### src/hdl/rpfc_pkg.sv
// Shared types and constants for the random-prefix frame checker.
// No dependencies; imported by every module of the block.
package rpfc_pkg;

  // Frame layout
  localparam int unsigned MAX_FRAME_BYTES = 65536;
  localparam int unsigned HDR_LEN         = 8;
  localparam int unsigned WIN_LEN         = 16;
  localparam logic [7:0]  PAD_MASK        = 8'h07;

  // Byte counter holds up to MAX_FRAME_BYTES + 1, and the frame size one more
  localparam int unsigned CNT_W = $clog2(MAX_FRAME_BYTES + 3);
  // Width used for the payload length before it is clipped to 16 bits
  localparam int unsigned LEN_W = (CNT_W > 17) ? CNT_W : 17;

  // Result FIFO
  localparam int unsigned FIFO_DEPTH = 4;
  localparam int unsigned FIFO_AW    = $clog2(FIFO_DEPTH);

  typedef enum logic [1:0] {
    KIND_PAYLOAD = 2'd0,
    KIND_ACCEPT  = 2'd1,
    KIND_REJECT  = 2'd2
  } kind_e;

  typedef struct packed {
    kind_e       kind;
    logic [7:0]  payload_byte;
    logic [15:0] payload_length;
    logic        run_last;
  } result_t;

  // Up to two results raised by one accepted request
  typedef struct packed {
    logic [1:0] count;
    result_t    res0;
    result_t    res1;
  } core_res_t;

endpackage

### src/hdl/rpfc_frame_core.sv
// Frame state (header, sixteen-byte window, byte count) and per-request result logic.
// Depends on rpfc_pkg.
module rpfc_frame_core (
  input  logic               clk_i,
  input  logic               rst_ni,
  input  logic               take_i,
  input  logic [7:0]         frame_byte_i,
  input  logic               frame_end_i,
  output rpfc_pkg::core_res_t res_o
);
  import rpfc_pkg::*;

  logic [7:0]       header_q [HDR_LEN];
  logic [7:0]       recent_q [WIN_LEN];
  logic [7:0]       recent_n [WIN_LEN];
  logic [CNT_W-1:0] count_q, count_d;
  logic [2:0]       pad_q, pad_d;
  logic [CNT_W-1:0] size;
  logic [CNT_W-1:0] emit_from;
  logic [LEN_W-1:0] len_full;
  logic [15:0]      len_clip;
  logic             emit;
  logic             check_ok;
  logic             frame_ok;
  result_t          pay_res, ver_res;

  // Window as it stands after this byte is shifted in
  always_comb begin
    recent_n[0] = frame_byte_i;
    for (int i = 1; i < WIN_LEN; i++) recent_n[i] = recent_q[i-1];
  end

  // Padding count is taken from header byte 7
  always_comb begin
    pad_d = pad_q;
    if (count_q == CNT_W'(HDR_LEN - 1)) pad_d = frame_byte_i[2:0] & PAD_MASK[2:0];
  end

  assign size      = count_q + CNT_W'(1);
  assign emit_from = CNT_W'(WIN_LEN) + CNT_W'(pad_d);
  assign emit      = (count_q >= emit_from);

  // Check bytes against header XOR the bytes before the check
  always_comb begin
    check_ok = 1'b1;
    for (int i = 0; i < HDR_LEN; i++) begin
      if (recent_n[HDR_LEN-1-i] != (header_q[i] ^ recent_n[HDR_LEN+i])) check_ok = 1'b0;
    end
  end

  assign len_full = LEN_W'(size) - LEN_W'(WIN_LEN) - LEN_W'(pad_d);
  assign len_clip = (len_full[LEN_W-1:16] != '0) ? 16'hffff : len_full[15:0];
  assign frame_ok = (size >= CNT_W'(WIN_LEN)) && (size <= CNT_W'(MAX_FRAME_BYTES))
                  && (size > emit_from) && check_ok;

  // Result items
  always_comb begin
    pay_res.kind           = KIND_PAYLOAD;
    pay_res.payload_byte   = recent_n[HDR_LEN];
    pay_res.payload_length = '0;
    pay_res.run_last       = ~frame_end_i;
    ver_res.kind           = frame_ok ? KIND_ACCEPT : KIND_REJECT;
    ver_res.payload_byte   = '0;
    ver_res.payload_length = frame_ok ? len_clip : 16'd0;
    ver_res.run_last       = 1'b1;

    res_o.res1 = ver_res;
    if (emit) begin
      res_o.res0  = pay_res;
      res_o.count = frame_end_i ? 2'd2 : 2'd1;
    end else begin
      res_o.res0  = ver_res;
      res_o.count = frame_end_i ? 2'd1 : 2'd0;
    end
    if (!take_i) res_o.count = 2'd0;
  end

  // Counter with saturation, cleared after the final byte
  always_comb begin
    count_d = count_q;
    if (frame_end_i)                                count_d = '0;
    else if (count_q < CNT_W'(MAX_FRAME_BYTES + 1)) count_d = size;
  end

  always_ff @(posedge clk_i or negedge rst_ni) begin
    if (!rst_ni) begin
      count_q <= '0;
      pad_q   <= '0;
    end else if (take_i) begin
      count_q <= count_d;
      pad_q   <= frame_end_i ? 3'd0 : pad_d;
    end
  end

  // Byte stores; every read of them follows a write in the same frame
  always_ff @(posedge clk_i) begin
    if (take_i) begin
      for (int i = 0; i < WIN_LEN; i++) recent_q[i] <= recent_n[i];
      if (count_q < CNT_W'(HDR_LEN)) header_q[count_q[2:0]] <= frame_byte_i;
    end
  end

endmodule

### src/hdl/rpfc_result_fifo.sv
// Four-entry result queue; takes up to two results a cycle, gives one while ready_i is high.
// Depends on rpfc_pkg.
module rpfc_result_fifo (
  input  logic                clk_i,
  input  logic                rst_ni,
  input  rpfc_pkg::core_res_t push_i,
  output logic                room2_o,
  output logic                valid_o,
  input  logic                ready_i,
  output rpfc_pkg::result_t   data_o
);
  import rpfc_pkg::*;

  result_t            mem_q [FIFO_DEPTH];
  logic [FIFO_AW-1:0] wptr_q, wptr_d, rptr_q, rptr_d;
  logic [FIFO_AW:0]   cnt_q, cnt_d;
  logic               pop;

  assign valid_o = (cnt_q != '0);
  assign data_o  = mem_q[rptr_q];
  assign pop     = valid_o && ready_i;
  assign room2_o = (cnt_q <= (FIFO_AW+1)'(FIFO_DEPTH - 2));

  // Pointer and fill count
  always_comb begin
    wptr_d = wptr_q + FIFO_AW'(push_i.count);
    rptr_d = rptr_q + FIFO_AW'(pop);
    cnt_d  = cnt_q + (FIFO_AW+1)'(push_i.count) - (FIFO_AW+1)'(pop);
  end

  always_ff @(posedge clk_i or negedge rst_ni) begin
    if (!rst_ni) begin
      wptr_q <= '0;
      rptr_q <= '0;
      cnt_q  <= '0;
    end else begin
      wptr_q <= wptr_d;
      rptr_q <= rptr_d;
      cnt_q  <= cnt_d;
    end
  end

  // Entry writes
  always_ff @(posedge clk_i) begin
    if (push_i.count != 2'd0) mem_q[wptr_q] <= push_i.res0;
    if (push_i.count == 2'd2) mem_q[wptr_q + FIFO_AW'(1)] <= push_i.res1;
  end

endmodule

### src/hdl/random_prefix_frame_checker_unit.sv
// Top level of the random-prefix frame checker: frame core feeding a result queue.
// Depends on rpfc_pkg, rpfc_frame_core and rpfc_result_fifo.
//
//   channel | direction | handshake               | payload
//   --------+-----------+-------------------------+------------------------------------------
//   in      | input     | in_valid_i / in_ready_o | frame_byte_i, frame_end_i
//   out     | output    | out_valid_o/out_ready_i | kind_o, payload_byte_o, payload_length_o,
//           |           |                         | run_last_o
//
// One frame byte is taken per cycle while in_ready_o is high; its results are written
// into a four-entry queue at the same edge and can leave from the next cycle, one per
// cycle while out_ready_i is high. A final byte that also releases a payload byte
// raises two results, so the output side must hand out both; in_ready_o drops while
// fewer than two queue slots are free. Reset clears the frame counter, padding count,
// queue pointers and fill count; nothing else needs clearing.
module random_prefix_frame_checker_unit (
  input  logic                clk_i,
  input  logic                rst_ni,
  input  logic                in_valid_i,
  output logic                in_ready_o,
  input  logic [7:0]          frame_byte_i,
  input  logic                frame_end_i,
  output logic                out_valid_o,
  input  logic                out_ready_i,
  output rpfc_pkg::kind_e     kind_o,
  output logic [7:0]          payload_byte_o,
  output logic [15:0]         payload_length_o,
  output logic                run_last_o
);
  import rpfc_pkg::*;

  core_res_t core_res;
  result_t   head;
  logic      room2;
  logic      take;

  assign in_ready_o = room2;
  assign take       = in_valid_i && room2;

  rpfc_frame_core u_core (
    .clk_i        (clk_i),
    .rst_ni       (rst_ni),
    .take_i       (take),
    .frame_byte_i (frame_byte_i),
    .frame_end_i  (frame_end_i),
    .res_o        (core_res)
  );

  rpfc_result_fifo u_fifo (
    .clk_i   (clk_i),
    .rst_ni  (rst_ni),
    .push_i  (core_res),
    .room2_o (room2),
    .valid_o (out_valid_o),
    .ready_i (out_ready_i),
    .data_o  (head)
  );

  assign kind_o           = head.kind;
  assign payload_byte_o   = head.payload_byte;
  assign payload_length_o = head.payload_length;
  assign run_last_o       = head.run_last;

endmodule

### config.mk
export PLATFORM = sky130hd
export DESIGN_NAME = random_prefix_frame_checker_unit
export DESIGN_NICKNAME = d
export VERILOG_FILES = /design/src/hdl/rpfc_pkg.sv /design/src/hdl/rpfc_frame_core.sv /design/src/hdl/rpfc_result_fifo.sv /design/src/hdl/random_prefix_frame_checker_unit.sv
export SDC_FILE = /design/constraint.sdc
export NUM_CORES = 1
export LEC_CHECK = 0
export BUFFER_PORTS_ARGS = -buffer_cell sky130_fd_sc_hd__buf_2
export CORE_ASPECT_RATIO = 0.6
export CORE_MARGIN = 2
export CORE_UTILIZATION = 65
export DETAILED_ROUTE_END_ITERATION = 10
export GPL_TIMING_DRIVEN = 0
export HOLD_SLACK_MARGIN = 0.12
export PLACE_DENSITY = 0.85
export SETUP_SLACK_MARGIN = 0.05
export SYNTH_ARGS = -nofsm -noshare
export SYNTH_HDL_FRONTEND = slang
export SYNTH_SLANG_ARGS = --single-unit
### constraint.sdc
create_clock -name clk_i -period 8.4 [get_ports clk_i]
set_input_delay 0.84 -clock clk_i [delete_from_list [all_inputs] [get_ports clk_i]]
set_output_delay 0.84 -clock clk_i [all_outputs]
set_load 0.01 [all_outputs]
# ---- After elaboration in Yosys (flattened, before gate mapping)
# Memories as Yosys holds them, arrays and structs flattened.
# Index checks and enable logic that the tools add are counted.
dict set report totals {
  regBits 27
  latch_bits 0
  ramBits 300
  romBits 0
  out_inout_bits 29
  word_cells 80
  n_memories 3
}
# memory depth word_bits rd rd_ports_with_merged_regs wr line
set mem_list {}
lappend mem_list {u_core.recent_q 16 8 15 0 16 rpfc_frame_core.sv:14} ;# logic [7:0] recent_q [WIN_LEN];
lappend mem_list {u_fifo.mem_q 4 27 1 0 2 rpfc_result_fifo.sv:14} ;# result_t mem_q [FIFO_DEPTH];
lappend mem_list {u_core.header_q 8 8 8 0 1 rpfc_frame_core.sv:13} ;# logic [7:0] header_q [HDR_LEN];
dict set report op_classes {
  add_sub_neg 9
  n_mul 0
  div 0
  n_lt_le_gt_ge 7
  n_eq_ne 10
  n_shift 0
  muxes 28
  bitwise 9
  reduce_logical 9
}
# cell n
set ops {}
lappend ops {{8-bit != test} 8}
lappend ops {{8-bit bitwise XOR} 8}
lappend ops {{17-bit 2-to-1 mux} 2}
lappend ops {{16-bit 2-to-1 mux} 2}
lappend ops {{29-bit 2-to-1 mux} 1}
lappend ops {{1-bit 2-to-1 mux} 18}
lappend ops {{17-bit by 1-bit adder with 17-bit output, second input constant} 1}
lappend ops {{17-bit by 3-bit == test with 1-bit output, second input constant} 1}
lappend ops {{17-bit greater-or-equal comparator} 1}
lappend ops {{17-bit by 5-bit greater-or-equal comparator with 1-bit output, second input constant} 1}
lappend ops {{17-bit > comparator} 1}
lappend ops {{17-bit less-or-equal comparator, second input constant} 1}
lappend ops {{17-bit < comparator, second input constant} 1}
lappend ops {{17-bit by 4-bit < comparator with 1-bit output, second input constant} 1}
lappend ops {{17-bit by 3-bit subtractor with 17-bit output} 1}
lappend ops {{17-bit by 5-bit subtractor with 17-bit output, second input constant} 1}
lappend ops {{5-bit by 3-bit adder with 6-bit output, first input constant} 1}
lappend ops {{2-bit 2-to-1 mux} 3}
lappend ops {{3-bit 2-to-1 mux} 2}
lappend ops {{1-bit logical AND} 5}
lappend ops {{2-bit nonzero test} 2}
lappend ops {{3-bit by 2-bit adder with 3-bit output} 1}
lappend ops {{3-bit by 2-bit less-or-equal comparator with 1-bit output, second input constant} 1}
lappend ops {{3-bit nonzero test} 1}
lappend ops {{7 further kinds} 7}

# ---- Logic depth before layout (Yosys ltp)
# An unclocked memory read counts as a cell.
dict set report depth {
  ltp_word 18
  mapped_depth 19
  ltp_nobuf 17
}

# ---- Hierarchy
# A second synthesis with hierarchy kept.
dict set report hier_totals {
  hier_cells 969
  area_unflattened_um2 15147.0
}
# mod n_inst cells_each area_per_inst_um2
set by_module_without_submodules {}
lappend by_module_without_submodules {rpfc_frame_core 1 667 9412.8}
lappend by_module_without_submodules {rpfc_result_fifo 1 301 5728.0}
lappend by_module_without_submodules {random_prefix_frame_checker_unit 1 1 6.3}

# ---- Worst setup path before layout
# Ideal clock, no wire load.
dict set report synth_path {
  path_kind {register to register}
  startpoint {register u_core.count_q[13]}
  endpoint {memory u_fifo.mem_q[2][10] (netlist bit), enable pin}
  setup_time_ps 374
  arrival_ps 5071
  t_required_ps 8026
  path_slack_ps 2955
  stages_incl_launch_ff 18
  synth_period_minus_slack_ps 5445
  cell_sequence {dfrtp_1 buf_6 or4_4 or3_4 or4b_2 clkbuf_1 mux2_2 ha_1 nand2_1 nor4_1 a2111oi_0 o21a_1 inv_1 ha_1 nand2b_1 nor3b_1 o21ai_1 inv_1}
}
# item line
set synth_lines {}
lappend synth_lines {{from (decl)} rpfc_frame_core.sv:16} ;# logic [CNT_W-1:0] count_q, count_d;
lappend synth_lines {{from (signal assigned)} rpfc_frame_core.sv:90} ;# count_q <= count_d;
lappend synth_lines {{to (decl)} rpfc_result_fifo.sv:14}

==> results.md <==
* Clk pin slew, worst setup/hold paths at 0.07 ns
* Max cap viols at 0
* Run status: complete, no violations
* Yosys warns at 0
* CTS Hold Bufs at 0
* Setup Buffers After CTS at 0
* Multiplexer area fraction after synthesis at 4.615%
* Post-Synthesis Cells at 963
* Clock H-tree levels at 1
* Switch share at 30.90%
* Total track usage at 29.74%
* CP Max Fanout at 10
* Drt wl/cell at 25.37 µm
* Seq/Total Area, Yosys at 64.56%
* Worst endpoint required time at 8.68 ns
* Final min period at 6.736 ns
* CP endpoint kind: flop
* Layout Utilization at 74.28%
* Initial antenna violation count at 0
* Xor/xnor share of the synthesized area at 9.959%
* Kind of critical path: reg -> reg
* Die Wd at 193.9 µm
* Setup TNS at 0 ns
* Yosys cell types at 66
* Largest family of logic cells by synthesized area: XOR/XNOR gates
* Crit share post-route at 80.19%
* Row count at 41
* Ports at 42
* CTS root buffer: clkbuf_16
* Via density at 6.746
* Pin count of the biggest net entering global routing at 68
* Fmax at 0.1485 GHz
* I/O Buffers at 41
* Residual DRC at 0
* Internal at 0.003139 W
* TritonCTS clock tree: done
* Worst Skew at 0.01967 ns
* Final WL at 34030 µm
* Area growth, synth to finish at 11.58%
* Pwr/cell area at 289.3 nW/µm²
* Leak pwr at 5.409 nW
* Simple-gate area share of the yosys netlist at 8.447%
* Detail Route Antenna Nets at 0
* Final setup fails at 0
* Synth Register Bits at 319
* Die height at 118.0 µm
* Initial core utilization at 66.58%
* Clock power share at 29.2%
* Post-Syn Area at 14070 µm²
* Asr flop ratio synth at 8.464%
* DR vias at 9046
* Slowest cell on crit path: a21oi_1
* Final net count at 1073
* Worst-skew pair later-pin latency at 0.55 ns
* Global-route wire length before repair at 51510 µm
* Share of layout cells above drive strength 1 at 15.82%
* Global route total overflow at 0
* Syn avg cell area at 14.61 µm²
* Post-CTS sizing at 0
* Main synth FF type: edfxtp_1
* Post-synth EDFFs at 256
* CP Launch Type: flop
* Core Region at 21140 µm²
* Vias in the first global route at 8671
* Slew Viols, Final at 0
* Syn Nets at 995
* Critical-path cell list: clkbuf_1, or3_1, or3_4, or4b_2, clkbuf_1, mux2_2, ha_1, nand2_1, nor4_1, a2111oi_0, o21a_1, inv_1, ha_1, nor2_1, nor3_1, a21oi_1, clkbuf_1, nor4_1
* Buf/Inv on CP at 4
* # diodes at 0
* Crit-path most repeated cell: clkbuf_1
* CP arrival at 7.01 ns
* Hold crit path type: in -> async
* Slew HR at 21.37%
* RSZ-0062 raised after global routing: no
* Iteration-0 DRC Markers at 1214
* Cell taking the most area after synthesis: edfxtp_1
* Psw at 0.001404 W
* Critical Path Max Stage Delay at 0.92 ns
* Synth Area in Compound Gates at 8.163%
* Post-route cell area at 15700 µm²
* Clock Path Buffers at 3
* Fillcell total at 1259
* RD Place Congestion at 0.9267
* Cell Area, Placed at 14760 µm²
* Fin. Hold Viols at 0
* Most frequent cells in the layout: edfxtp_1, xnor2_1, xor2_1
* Synth Area in Adders at 1.796%
* DP HPWL at 22400 µm
* Worst-margin pin slew at 1.179 ns
* Worst VDD drop at 247.7 µV
* Synth area leaders: edfxtp_1, xnor2_1, dfxtp_1, dfrtp_1, xor2_1
* Kind of cell adding the most delay to the critical path: simple AND/OR/NAND/NOR gates
* DRT Pass-1 Iters at 7
* Sequential Power Share at 47.1%
* Clock Sinks at 319
* Die area at 22880 µm²
* Num CTS Buffers at 28
* Yosys top cell area share at 54.63%
* Part of the power in combinational logic at 23.7%
* Leading cell type in the layout, fill and taps excluded: edfxtp_1
-- final timing paths --
kind	start	endpoint	slack (ns)	cells after the start
max	u_core.count_q[11]$_DFFE_PN0P_	u_fifo.mem_q[0][11]$_DFFE_PP_	1.66	18
min	rst_ni	u_fifo.cnt_q[1]$_DFF_PN0_	0.35	1
max reg2reg	u_core.count_q[11]$_DFFE_PN0P_	u_fifo.mem_q[0][11]$_DFFE_PP_	1.66	18
min reg2reg	u_fifo.mem_q[3][0]$_SDFFE_PP1N_	u_fifo.mem_q[3][0]$_SDFFE_PP1N_	0.47	1
max in group asynchronous	rst_ni	u_core.count_q[7]$_DFFE_PN0P_	7.54	1
min in group clk_i	u_fifo.mem_q[3][0]$_SDFFE_PP1N_	u_fifo.mem_q[3][0]$_SDFFE_PP1N_	0.47	1
-- worst register-to-register path: stages (launching register included) --
cell and delay (ns):
dfrtp_1 0.36, clkbuf_1 0.18, or3_1 0.46, or3_4 0.41, or4b_2 0.69, clkbuf_1 0.23
mux2_2 0.35, ha_1 0.35, nand2_1 0.10, nor4_1 0.04, a2111oi_0 0.35, o21a_1 0.41
inv_1 0.19, ha_1 0.39, nor2_1 0.26, nor3_1 0.12, a21oi_1 0.92, clkbuf_1 0.53
nor4_1 0.14
-- stage by stage --
step,total power [W],instances,hold slack (ns),worst slack (ns)
2_1_floorplan,0.002829,963,0.4311,2.955
3_3_place_gp,0.003140,1283,0.4439,1.918
3_5_place_dp,0.003199,1290,0.4494,1.882
4_1_cts,0.004524,1341,0.3612,1.882
5_1_grt,0.004695,1341,0.3816,1.366
6_report,0.004542,1341,0.3489,1.664
-- final cells by class --
| type | instances | area (µm²) | share of cell area [%] |
|---|---|---|---|
| Buffer | 54 | 249.0 | 1.586 |
| Clock buffer | 39 | 784.5 | 4.997 |
| Clock inverter | 12 | 152.6 | 0.9723 |
| Inverter | 26 | 102.6 | 0.6535 |
| Multi-Input combinational cell | 564 | 4686 | 29.85 |
| Sequential cell | 319 | 9084 | 57.86 |
| Tap cell | 279 | 349.1 | 2.223 |
| Timing Repair Buffer | 48 | 292.8 | 1.865 |
-- power groups by stage --
stage,clock [W],sequential (W),combinational (W)
6_report,0.00132,0.00214,0.00108
5_1_grt,0.00139,0.00216,0.00115
4_1_cts,0.00133,0.00213,0.00106
3_5_place_dp,0,0.00216,0.00104
3_3_place_gp,0,0.00216,0.000981
2_1_floorplan,0,0.00212,0.000712
-- registers in the layout (all words and copies together), names as in the netlist --
name             cells
u_core.recent_q    120
u_core.count_q      17
u_core.header_q     64
u_fifo.wptr_q        2
u_fifo.mem_q       108
u_fifo.cnt_q         3
u_core.pad_q         3
u_fifo.rptr_q        2
-- Yosys cell counts, drive strengths merged, types with 2 or more instances --
cell and instances:
nand2b 2, nor2 27, o21ai 28, a211o 3, edfxtp 256, a21oi 17, and4 3, mux4 27
buf 22, fa 2, a21o 4, or4 5, mux2i 3, o21bai 3, o211ai 2, a2111o 2
clkbuf 32, or2 2, ha 17, and3 7, nor4b 3, a31oi 3, a2111oi 26, and2 3
nand3 10, nor3 14, inv 25, nor3b 9, o31ai 7, nand2 34, dfxtp 36, a22o 37
a31o 3, nand4 27, nand3b 3, xnor2 87, dfrtp 27, nor4 50, xor2 73, or3 8
-- kinds of logic after synthesis --
family / count (synthesis)
flip-flops: 319
AND/OR/NAND/NOR: 209
XOR/XNOR: 160
AO/OA/AOI/OAI: 145
buffers and inverters: 80
multiplexers: 31
adder cells (fa/ha/maj): 19
-- routing by layer --
layer / wire length, µm / global-route usage, % / part of all wire (%)
met2: 14570 / 42.68 / 43
met5: 0 / 0 / 0
met3: 4386 / 8.195 / 13
met4: 700 / 6.439 / 2.1
met1: 14360 / 45.84 / 42
Note: power is estimated with default switching activity, not from simulation.
